<file path="src/sv/etcb_ram.sv">
// ----------------------------------------------------------------------------
// etcb_ram
// Generic RAM: one write port, two read ports with registered read data.
// ----------------------------------------------------------------------------
module etcb_ram #(
   parameter int WIDTH = 8,
   parameter int DEPTH = 16
) (
   input  logic                     clock,
   input  logic                     wr_en,
   input  logic [$clog2(DEPTH)-1:0] wr_addr,
   input  logic [WIDTH-1:0]         wr_data,
   input  logic                     rd_en,
   input  logic [$clog2(DEPTH)-1:0] rd_addr_a,
   input  logic [$clog2(DEPTH)-1:0] rd_addr_b,
   output logic [WIDTH-1:0]         rd_data_a,
   output logic [WIDTH-1:0]         rd_data_b
);

   logic [WIDTH-1:0] mem_ff [DEPTH];
   logic [WIDTH-1:0] rd_a_ff;
   logic [WIDTH-1:0] rd_b_ff;

   always_ff @(posedge clock) begin
      if (wr_en) begin
         mem_ff[wr_addr] <= wr_data;
      end
      if (rd_en) begin
         rd_a_ff <= mem_ff[rd_addr_a];
         rd_b_ff <= mem_ff[rd_addr_b];
      end
   end

   assign rd_data_a = rd_a_ff;
   assign rd_data_b = rd_b_ff;

endmodule

</file>
<file path="config.mk">
export PLATFORM = sky130hd
export DESIGN_NAME = etcb_ram
export DESIGN_NICKNAME = d
export VERILOG_FILES = /design/src/sv/etcb_ram.sv
export SDC_FILE = /design/constraint.sdc
export NUM_CORES = 1
export LEC_CHECK = 0
export ABC_AREA = 1
export BUFFER_PORTS_ARGS = -buffer_cell sky130_fd_sc_hd__buf_2
export CAP_MARGIN = 20
export CORE_MARGIN = 2
export CORE_UTILIZATION = 30
export DETAILED_ROUTE_END_ITERATION = 6
export GPL_ROUTABILITY_DRIVEN = 0
export SETUP_SLACK_MARGIN = 0.15
export SLEW_MARGIN = 40
export SYNTH_ARGS = -nofsm -noshare
export SYNTH_HDL_FRONTEND = slang
export SYNTH_SLANG_ARGS = --single-unit
</file>
<file path="constraint.sdc">
create_clock -name clock -period 1.9 [get_ports clock]
set_input_delay 0.475 -clock clock [delete_from_list [all_inputs] [get_ports clock]]
set_output_delay 0.475 -clock clock [all_outputs]
set_load 0.01 [all_outputs]
</file>
Word-level counts from Yosys, hierarchy flattened
Memories as Yosys holds them, arrays and structs flattened. A register that Yosys moved wholly into a read port is not among the register bits. Cells that the tools add are included. W data, S select, Z words.

Output and inout bits: 16. Bits in writable memories: 128. Logic and storage cells: 3. Input port bits: 23. Register bits: 0. Memories kept: 1.

Muxes and demuxes: 2.

Memory list: mem_ff (words 16, width 8, read ports 2, clocked after memory_dff 2, wr ports 1, RTL line 20) `logic [WIDTH-1:0] mem_ff [DEPTH];`.

Operators with widths (number): $mux W1 (2).

Longest topological paths before layout
Depth in word-level cells: 2. Mapped depth: 7. Mapped depth without buffers: 6.

Least setup slack after synthesis
No wires, ideal clock.

Kind: in2reg. Start point: in wr_addr[2]. End point: mem mem_ff[10][0] (enable). Arrival time: 1.056 ns. Stages: 2. Path slack: 0.474 ns. Cells stage by stage: nand3b_1 -> nor2_1.

RTL lines: from (decl) (RTL line 11) `input logic [$clog2(DEPTH)-1:0] wr_addr,`; to (decl) (RTL line 20).

Straight into the memory's write port.

Worst setup path after layout
Start point: reg rd_a_ff[6] (netlist: rd_data_a[6]) (read register of mem_ff). End point: out rd_data_a[6].

RTL lines: from (decl) (RTL line 21) `logic [WIDTH-1:0] rd_a_ff;`; to (decl) (RTL line 16) `output logic [WIDTH-1:0] rd_data_a,`.

No word-level cell between the ends.

==> load_flow_metrics.sql <==
INSERT INTO impl_metrics (metric_group, metric, value, unit) VALUES
('logic_synthesis', 'syn_avg_cell_area', '8.72', 'um^2'),
('worst_setup_path', 'critPathTopFamily', 'flip-flops', ''),
('logic_synthesis', 'main_combinational_cell_family_by_area_after_synthesis', 'simple AND/OR/NAND/NOR gates', ''),
('logic_synthesis', 'yosys.cell_count.top_type', 'nand2_1', ''),
('grt', 'grt_antenna_before_repair', '0', ''),
('place', 'hpwl', '14600', 'um'),
('cts', 'holdBufCountCts', '0', ''),
('worst_setup_path', 'crit_type', 'reg2out', ''),
('timing', 'top_achievable_clock_speed', '659', 'MHz'),
('grt', 'grt_pass1_wl', '33900', 'um'),
('timing', 'timing.setup.tns', '0', 'ns'),
('grt', 'grt_remaining_overflow', '0', ''),
('cts', 'tritoncts_clock_tree', 'done', ''),
('cts', 'htree_levels', '4', ''),
('detailed_routing', 'route.detailed.vias_per_inst', '4.90', ''),
('floorplan', 'site_rows', '57', ''),
('timing', 'report.final.setup_viol', '0', ''),
('logic_synthesis', 'synth_compound_area_share', '0', '%'),
('layout', 'layout_cell_share_with_drive_strength_beyond_1', '12.2', '%'),
('detailed_routing', 'drt-wirelength-per-cell', '18.0', 'um'),
('hold_path', 'min-delay-path-class', 'in2reg', ''),
('detailed_routing', 'detailroute.via_count', '6062', ''),
('logic_synthesis', 'syn-cell-area', '7420', 'um^2'),
('cts', 'cts-resized-gates', '0', ''),
('place', 'dp_worst_setup_slack', '0.151', 'ns'),
('logic_synthesis', 'synthTopCellsByArea', 'edfxtp_1, nand3_1, nand2_1', ''),
('floorplan', 'die_h', '161', 'um'),
('worst_setup_path', 'start_kind', 'flop', ''),
('detailed_routing', 'dr.first_iter.drc_count', '981', ''),
('logic_synthesis', 'synth_mux_area_share', '0', '%'),
('run_status', 'run_status', 'finished clean', ''),
('grt', 'track_usage', '17.5', '%'),
('logic_synthesis', 'post_synthesis_xor_xnor_area_fraction', '0', '%'),
('worst_setup_path', 'worstPathCellList', 'buf_2', ''),
('timing', 'portion_of_the_clock_cycle_consumed_by_the_worst_path_in_the_final_layout', '79.9', '%'),
('logic_synthesis', 'synth_nets', '874', ''),
('logic_synthesis', 'simple_logic_cell_fraction_of_the_synthesized_area', '30.3', '%'),
('logic_synthesis', 'synthDominantAreaCellType', 'edfxtp_1', ''),
('floorplan', 'core_area', '24300', 'um^2'),
('flow_run', 'cap_viol_max_count', '0', ''),
('timing', 'worst-slew-pin-transition', '0.636', 'ns'),
('worst_setup_path', 'worstPathMaxFanout', '1', ''),
('timing', 'min_period', '1.52', 'ns'),
('timing', 'grt_setup_unrepaired', 'false', ''),
('cts', 'cts.repair_timing.setup_buffer_count', '0', ''),
('layout', 'antennaDiodeCount', '0', ''),
('detailed_routing', 'drt_first_pass_iters', '7', ''),
('timing', 'drv_slew', '0', ''),
('layout', 'layout-area-overhead-vs-synth', '16.0', '%'),
('worst_setup_path', 'critical_path.slowest_cell', 'edfxtp_1', ''),
('logic_synthesis', 'yosysTopAreaCellShare', '58.3', '%'),
('floorplan', 'io_pins', '39', ''),
('worst_setup_path', 'critical_path.endpoint_type', 'primary output', ''),
('timing', 'finalClockSkew', '0.00687', 'ns'),
('logic_synthesis', 'synth.lib_cells_used.distinct', '12', ''),
('logic_synthesis', 'netlist_top_cells_count', 'nand2_1, nand3_1, edfxtp_1', ''),
('logic_synthesis', 'synth-async-reset-ratio', '0', '%'),
('worst_setup_path', 'buffering_stage_count_on_the_worst_path_with_inverters_included', '1', ''),
('logic_synthesis', 'ys_warn_count', '0', ''),
('worst_setup_path', 'critical_path_required', '1.42', 'ns'),
('power', 'p_leak', '3.80', 'nW'),
('timing', 'timing.slew.headroom', '57.5', '%'),
('worst_setup_path', 'cp_data_arrival_time', '1.04', 'ns'),
('worst_setup_path', 'cp_slowest_stage_delay', '0.44', 'ns'),
('timing', 'post-route-worst-setup-slack', '0.382', 'ns'),
('place', 'place.detailed.instances', '1204', ''),
('grt', 'grt_start_max_net_pins', '53', ''),
('logic_synthesis', 'ys_seq_area_share', '58.3', '%'),
('cts', 'numCtsBuffers', '17', ''),
('logic_synthesis', 'post_synth_inst_count', '851', ''),
('floorplan', 'floorplan.initialDensity', '30.5', '%');
-- area by class of cell --
type / count / area [um^2]
Tap cell: 324 / 405
Clock buffer: 17 / 425
Fill cell: 2435 / 15700
Clock inverter: 15 / 145
Sequential cell: 144 / 4320
Timing Repair Buffer: 77 / 546
Multi-Input combinational cell: 521 / 2240
Inverter: 138 / 518
-- cells in the final DEF, fill, tap and decap left out, types with 4 or more instances in the layout --
| master | n |
|---|---|
| inv_1 | 134 |
| nand3_1 | 225 |
| buf_12 | 5 |
| buf_2 | 38 |
| nand2_1 | 277 |
| buf_4 | 34 |
| inv_2 | 4 |
| clkbuf_16 | 17 |
| nor2_1 | 17 |
| clkinvlp_4 | 6 |
| edfxtp_1 | 144 |
-- routing by layer --
layer  share of wire, %  GRT usage, %  vias to the layer above
met4                3.3          8.16                        0
met1                 42          24.2                     2803
met5                  0             0                        -
met3                 11          4.80                       52
met2                 44          25.6                      354
li1                   -             -                     2853
-- flip-flops by register name, summed over array words and instances, names as in the netlist --
signal and cells:
mem_ff 128, rd_data_b 8, rd_data_a 8
-- worst paths after layout --
check	cells after the start	end	slack, ns	from
min reg2reg	6	rd_data_a[4]	0.78	mem_ff[10][4]
min	1	mem_ff[13][7]	0.43	wr_data[7]
max reg2reg	6	rd_data_b[2]	0.66	mem_ff[13][2]
max	1	rd_data_a[6]	0.38	rd_data_a[6]
-- cells by family (layout without fill, tap and decap cells) --
| group | after synthesis | count (layout) |
|---|---|---|
| buffers and inverters | 186 | 247 |
| DFF | 144 | 144 |
| and+or+nand+nor | 521 | 521 |
-- where the power goes --
group / internal [mW] / leakage, nW / switching, mW
Clock: 1.91 / 0.262 / 1.30
Sequential: 3.59 / 1.31 / 0.0265
Combinational: 0.234 / 2.22 / 0.529
-- through the flow --
step,hold slack [ns],cell area [um^2]
3_3_place_gp,0.753,8040
5_1_grt,0.442,8610
4_1_cts,0.422,8610
2_1_floorplan,0.574,7420
6_report,0.431,8610
3_5_place_dp,0.758,8040
No activity file was read; power rests on OpenSTA's default activity.
