[src/sv/etcb_pkg.sv]
// ----------------------------------------------------------------------------
// etcb_pkg
// Shared types and constants of the event trace capture buffer.
// ----------------------------------------------------------------------------
package etcb_pkg;

   localparam int TRACE_DEPTH_DEFAULT = 1024;
   localparam logic [31:0] NS_PER_TICK_RESET = 32'd390095;

   localparam logic [2:0] OP_RECORD = 3'd0;
   localparam logic [2:0] OP_START  = 3'd1;
   localparam logic [2:0] OP_ARM    = 3'd2;
   localparam logic [2:0] OP_FREEZE = 3'd3;
   localparam logic [2:0] OP_READ   = 3'd4;

   typedef struct packed {
      logic [7:0]  code;
      logic [1:0]  phase;
      logic [7:0]  isr;
      logic [7:0]  thread;
      logic [31:0] stamp;
   } entry_type;

   localparam int ENTRY_W = $bits(entry_type);

   typedef struct packed {
      logic tracing;
      logic armed;
      logic wrapped;
   } status_type;

   typedef struct packed {
      logic        entry_valid;
      logic [7:0]  event_code;
      logic [1:0]  phase;
      logic [7:0]  isr_id;
      logic [7:0]  thread_id;
      logic [31:0] time_ns;
      status_type  status;
   } result_type;

endpackage

[src/sv/etcb_time_scale.sv]
// ----------------------------------------------------------------------------
// etcb_time_scale
// Tick delta to nanoseconds (Q16.16 factor, saturated), result register.
// ----------------------------------------------------------------------------
module etcb_time_scale #(
   parameter int CW = 11
) (
   input  logic                   clock,
   input  logic                   reset,
   input  logic                   in_valid,
   output logic                   in_ready,
   input  logic                   in_hit,
   input  etcb_pkg::status_type   in_status,
   input  logic [CW-1:0]          in_count,
   input  etcb_pkg::entry_type    in_entry,
   input  logic [31:0]            in_base_stamp,
   input  logic [31:0]            in_factor,
   output logic                   out_valid,
   input  logic                   out_stall,
   output etcb_pkg::result_type   out_result,
   output logic [CW-1:0]          out_count
);
   import etcb_pkg::*;

   logic        mul_valid_ff;
   logic        mul_hit_ff;
   status_type  mul_status_ff;
   logic [CW-1:0] mul_count_ff;
   entry_type   mul_entry_ff;
   logic [63:0] mul_product_ff;
   logic [63:0] mul_product_in;

   logic        out_valid_ff;
   result_type  out_result_ff;
   result_type  out_result_in;
   logic [CW-1:0] out_count_ff;

   logic [31:0] delta;
   logic [31:0] scaled;
   logic        out_free;
   logic        mul_free;

   assign out_free = !out_valid_ff || !out_stall;
   assign mul_free = !mul_valid_ff || out_free;
   assign in_ready = mul_free;

   always_comb begin
      delta = in_entry.stamp - in_base_stamp;
      mul_product_in = 64'(delta) * 64'(in_factor);
      // product >> 16 overflows 32 bits when the top 16 bits are set
      scaled = (mul_product_ff[63:48] != 16'd0) ? 32'hFFFF_FFFF : mul_product_ff[47:16];
      out_result_in.entry_valid = mul_hit_ff;
      out_result_in.event_code  = mul_hit_ff ? mul_entry_ff.code   : 8'd0;
      out_result_in.phase       = mul_hit_ff ? mul_entry_ff.phase  : 2'd0;
      out_result_in.isr_id      = mul_hit_ff ? mul_entry_ff.isr    : 8'd0;
      out_result_in.thread_id   = mul_hit_ff ? mul_entry_ff.thread : 8'd0;
      out_result_in.time_ns     = mul_hit_ff ? scaled : 32'd0;
      out_result_in.status      = mul_status_ff;
   end

   always_ff @(posedge clock) begin
      if (reset) begin
         mul_valid_ff <= 1'b0;
         out_valid_ff <= 1'b0;
      end else begin
         if (mul_free) begin
            mul_valid_ff <= in_valid;
         end
         if (out_free) begin
            out_valid_ff <= mul_valid_ff;
         end
      end
   end

   always_ff @(posedge clock) begin
      if (mul_free && in_valid) begin
         mul_hit_ff     <= in_hit;
         mul_status_ff  <= in_status;
         mul_count_ff   <= in_count;
         mul_entry_ff   <= in_entry;
         mul_product_ff <= mul_product_in;
      end
      if (out_free && mul_valid_ff) begin
         out_result_ff <= out_result_in;
         out_count_ff  <= mul_count_ff;
      end
   end

   assign out_valid  = out_valid_ff;
   assign out_result = out_result_ff;
   assign out_count  = out_count_ff;

endmodule

[config.mk]
export PLATFORM = sky130hd
export DESIGN_NAME = etcb_time_scale
export DESIGN_NICKNAME = d
export VERILOG_FILES = /design/src/sv/etcb_pkg.sv /design/src/sv/etcb_time_scale.sv
export SDC_FILE = /design/constraint.sdc
export NUM_CORES = 2
export LEC_CHECK = 0
export BUFFER_PORTS_ARGS = -buffer_cell sky130_fd_sc_hd__buf_4
export CORE_ASPECT_RATIO = 2
export CORE_MARGIN = 1
export CORE_UTILIZATION = 50
export CTS_CLUSTER_SIZE = 40
export DETAILED_ROUTE_END_ITERATION = 12
export PLACE_DENSITY = 0.67
export SYNTH_ARGS = -nofsm -noshare
export SYNTH_HDL_FRONTEND = slang
export SYNTH_SLANG_ARGS = --single-unit
[constraint.sdc]
create_clock -name clock -period 10.6 [get_ports clock]
set_input_delay 1.06 -clock clock [delete_from_list [all_inputs] [get_ports clock]]
set_output_delay 1.06 -clock clock [all_outputs]
set_load 0.005 [all_outputs]
# == Word-level counts from Yosys, hierarchy flattened ==
# Index checks and enable logic that the tools add are counted.
# word_totals
regBits,180
inputBits,141
output_inout_bits,75
# op_classes
addsub,1
n_mul,1
n_mux,1
n_reduce_logical,8
# ops
cell,n
$mul A32 B32 Y64,1
$mux W32,1
$sub A32 B32 Y32,1
$reduce_bool A16 Y1,1
$logic_not A1 Y1,3
$logic_and A1 B1 Y1,2
$logic_or A1 B1 Y1,2

# == Logic depth before layout (Yosys ltp) ==
# logic_depth
depth_word,4
ltp_mapped,40
mapped_depth_nobuf,38

# == Least setup slack after synthesis ==
# No wires, ideal clock.
# synth_timing
kind,input -> register
start,in in_base_stamp[10]
end,"reg mul_product_ff[56], data pin"
setup_ps,261
arrival_ps,9599
setup_slack_ps,741
stages,36
path_cell_list,inv_1 > ha_1 > o21a_1 > o21a_1 > o21ai_2 > a21oi_1 > and3_1 > a21boi_4 > or3_1 > and2_4 > a31oi_4 > buf_4 > mux2i_1 > fa_1 > fa_1 > inv_1 > fa_1 > fa_1 > fa_1 > inv_1 > fa_1 > fa_1 > inv_1 > fa_1 > inv_1 > ha_1 > a21o_1 > a21o_1 > a21oi_1 > nand2_1 > o21ai_0 > a21oi_1 > a21oi_1 > a21oi_1 > a221o_1 > xor2_1
# synth_between
elab_chain_cells,2
# synth_rtl
element,line_no,rtl
start: declaration,etcb_time_scale.sv:16,"input logic [31:0] in_base_stamp,"
$sub A32 B32 Y32,etcb_time_scale.sv:48,delta = in_entry.stamp - in_base_stamp;
$mul A32 B32 Y64,etcb_time_scale.sv:49,mul_product_in = 64'(delta) * 64'(in_factor);
via mul_product_in[56],etcb_time_scale.sv:31,logic [63:0] mul_product_in;
end signal: assignment,etcb_time_scale.sv:81,mul_product_ff <= mul_product_in;
end: declaration,etcb_time_scale.sv:30,logic [63:0] mul_product_ff;
# The timed path passes the listed nets, and every way through them passes these cells.
# A chain may end at the register's enable or synchronous reset.

# == Final worst setup path ==
# layout_timing
start,in in_entry[1] (netlist name)
end,"reg mul_product_ff[48], data pin"
# layout_between
elab_chain_cells,2
# layout_rtl
element,line_no,rtl
start: declaration,etcb_time_scale.sv:15,"input etcb_pkg::entry_type in_entry,"
$sub A32 B32 Y32,etcb_time_scale.sv:48,
$mul A32 B32 Y64,etcb_time_scale.sv:49,
via mul_product_in[48],etcb_time_scale.sv:31,
# The timed path passes the listed nets, and every way through them passes these cells.

==> flow_summary.json <==
{
  "outcome": "finished clean",
  "ys_ff_latch": 164,
  "finClkSkew_ns": 0.01604,
  "vias_per_cell": 5.539,
  "criticalPathCategory": "primary input to flip-flop",
  "slew_viol_final": 0,
  "areaGrowthSynthToFinish_pct": 11.51,
  "crit_path_max_incr_delay_ns": 0.56,
  "synthAdderAreaFrac_pct": 52.04,
  "cts_buffer_depth": 2,
  "n_antenna_cell": 0,
  "synthMuxAreaShare_pct": 2.480,
  "layout.nets": 5865,
  "initialDrtViolationCount": 1489,
  "synthXorXnorAreaFrac_pct": 1.542,
  "r2r-start": "out_valid$_SDFFE_PP0P_",
  "place_ws_ns": -0.1452,
  "cp_common_cell": "fa_1",
  "core_area_um2": 82220,
  "final_cell_mix": "inv_1 (924), fa_1 (896), nand2_1 (561), and2_1 (481), buf_4 (408)",
  "cts-buffers-inserted": 17,
  "routedWlPerCell_um": 22.61,
  "avgSynthCellArea_um2": 9.597,
  "grt_antenna_before_repair": 1,
  "synth_area_leader_cell": "fa_1",
  "vias": 31050,
  "die_w_um": 205.6,
  "syn_area_um2": 41470,
  "final_common_cell": "inv_1",
  "setup.worst_path.end": "mul_product_ff[48]$_DFFE_PP_",
  "dieArea_um2": 84160,
  "timing.final.crit_period_ns": 10.20,
  "start_util_pct": 50.44,
  "timing.final.crit_share_pct": 96.21,
  "postRouteWirelength_mm": 126.8,
  "cp.arrival_ns": 10.40,
  "synth_top_family_by_area": "adder cells",
  "synth.net_count": 5649,
  "syn_inst": 4321,
  "synthArstFlopShare_pct": 0,
  "clkTransAtPathRegs_ns": 0.08,
  "crit_fanout": 9,
  "routabilityCongestion": 0.9652,
  "final-setup-viol-count": 0,
  "start_kind": "primary input",
  "synthTopCellsByArea": "fa_1 (43%), edfxtp_1 (12%), ha_1 (8.8%)",
  "rows": 149,
  "fin_ws_ns": 0.4014,
  "synth_ff_type": "edfxtp_1",
  "required_ns": 10.80,
  "worstSkewPairLatency_ns": 0.44,
  "synth.distinct_cells": 66,
  "finalHoldViolCount": 0,
  "dp_hpwl_mm": 104.0,
  "firstDrtPassIters": 6,
  "slew_headroom_pct": 30.73,
  "grt_pass1_wl_mm": 192.9,
  "r2r_slack_ns": 8.44,
  "synth_enable_flop_cells": 162,
  "max_freq_mhz": 98.05,
  "drcViolationCount": 0,
  "layout-drive-gt1-share_pct": 12.00,
  "ant_nets": 0,
  "tightest_slew_ns": 1.039,
  "grt_max_degree": 74,
  "grt_pass1_vias": 34590,
  "worst_hold_slack_ns": 0.4252,
  "worst_r2r_endpoint": "mul_product_ff[60]$_DFFE_PP_",
  "synth_compound_area_share_pct": 4.867,
  "cts_root_buffer": "clkbuf_16",
  "worstHoldPathType": "flip-flop to flip-flop",
  "reg2reg_depth": 3,
  "ys_warn_count": 0,
  "grt_overflow": 0,
  "rsz0062_at_grt": "no",
  "htreeDepth": 4,
  "synth-seq-area-share_pct": 11.83,
  "cts_tree": "done",
  "final_core_util_pct": 56.25,
  "worstSetupEndpointType": "flip-flop",
  "critPathLaunch": "in_entry[1]",
  "synthSimpleGateAreaFrac_pct": 16.54,
  "cts_num_sinks": 164,
  "track_usage_pct": 31.38,
  "synth_top_cell_area_share_pct": 43.26,
  "die_h_um": 409.3,
  "io_buffers": 215,
  "slowest_stage": "fa_1",
  "io_pins": 216,
  "cap_violations": 0
}
==> worst max-delay path: cells and delay by family <==
family          cells  cell delay (ns)
fa+ha+maj          10             4.59
xor+xnor            2             0.54
buf+inv             8             1.03
simple gates        3             0.47
compound gates     13             2.71
==> registers in the layout (all words and copies together) (netlist names) <==
register	cells
mul_status_ff	3
out_result	62
mul_valid_ff	1
mul_hit_ff	1
out_valid	1
out_count	11
mul_count_ff	11
mul_product_ff	48
mul_entry_ff	26
==> synthesized netlist by cell type (13+ instances only) <==
cell type,n
o21a_1,40
mux2_1,14
nor2_1,48
a21oi_1,84
a21o_1,59
xor2_1,25
clkbuf_1,217
mux2i_1,51
mux2_2,32
ha_1,291
inv_1,925
nand2_1,561
edfxtp_1,162
nand3_1,22
nand2b_1,125
o21ai_0,30
a31oi_1,13
nand4_1,16
fa_1,896
and2_1,482
xnor2_1,48
nor2b_1,45
and3_1,13
==> final cells by class <==
cell class                      instances  area (um^2)
Fill cell                            7367        35970
Sequential cell                       164         4905
Inverter                              925         3472
Timing Repair Buffer                  436         3606
Multi-Input combinational cell       2993        32360
Tap cell                             1057         1323
Clock inverter                         14        148.9
Clock buffer                           17        425.4
==> worst min-delay path by stage <==
stage                              endpoint  slack, ns  cells past startpoint                       start
floorplan            out_count[0]$_DFFE_PP_       0.40                      0   mul_count_ff[0]$_DFFE_PP_
global route        out_result[0]$_DFFE_PP_       0.43                      0  mul_status_ff[0]$_DFFE_PP_
global placement     out_count[9]$_DFFE_PP_       0.40                      0   mul_count_ff[9]$_DFFE_PP_
finish              out_result[0]$_DFFE_PP_       0.43                      0  mul_status_ff[0]$_DFFE_PP_
detailed placement  out_result[0]$_DFFE_PP_       0.41                      0  mul_status_ff[0]$_DFFE_PP_
CTS                 out_result[0]$_DFFE_PP_       0.43                      0  mul_status_ff[0]$_DFFE_PP_
==> stage by stage <==
stage / std cells / instance area, um^2 / setup TNS (ns)
6_report: 5606 / 46240 / 0
5_1_grt: 5606 / 46240 / 0
4_1_cts: 5603 / 46190 / 0
3_3_place_gp: 5572 / 45620 / -0.2371
3_5_place_dp: 5572 / 45620 / -0.4283
2_1_floorplan: 4321 / 41470 / 0
==> metal layers <==
metal  GRT usage (%)  share of wire (%)  vias up
li1                -                  -    13310
met3           4.096                4.3      591
met2           58.99                 55     1136
met5               0                  0        -
met1           27.05                 28    16010
met4           31.62                 12        0
==> kinds of logic after synthesis <==
family / Yosys count
and+or+nand+nor: 1343
muxes: 97
xor gates and xnor gates: 73
AOI/OAI and AO/OA: 293
adders and majority gates: 1187
buffers and inverters: 1164
DFF: 164
==> what timing repair did <==
item | CTS | global route
hold buffers | 0 | 0
setup buffers | 0 | 3
gates resized for setup | 0 | 7
endpoints found under the setup margin | 0 | 9
Power is not shown: default switching activity piles up to over one toggle a cycle in this logic, so the estimate is an artifact.
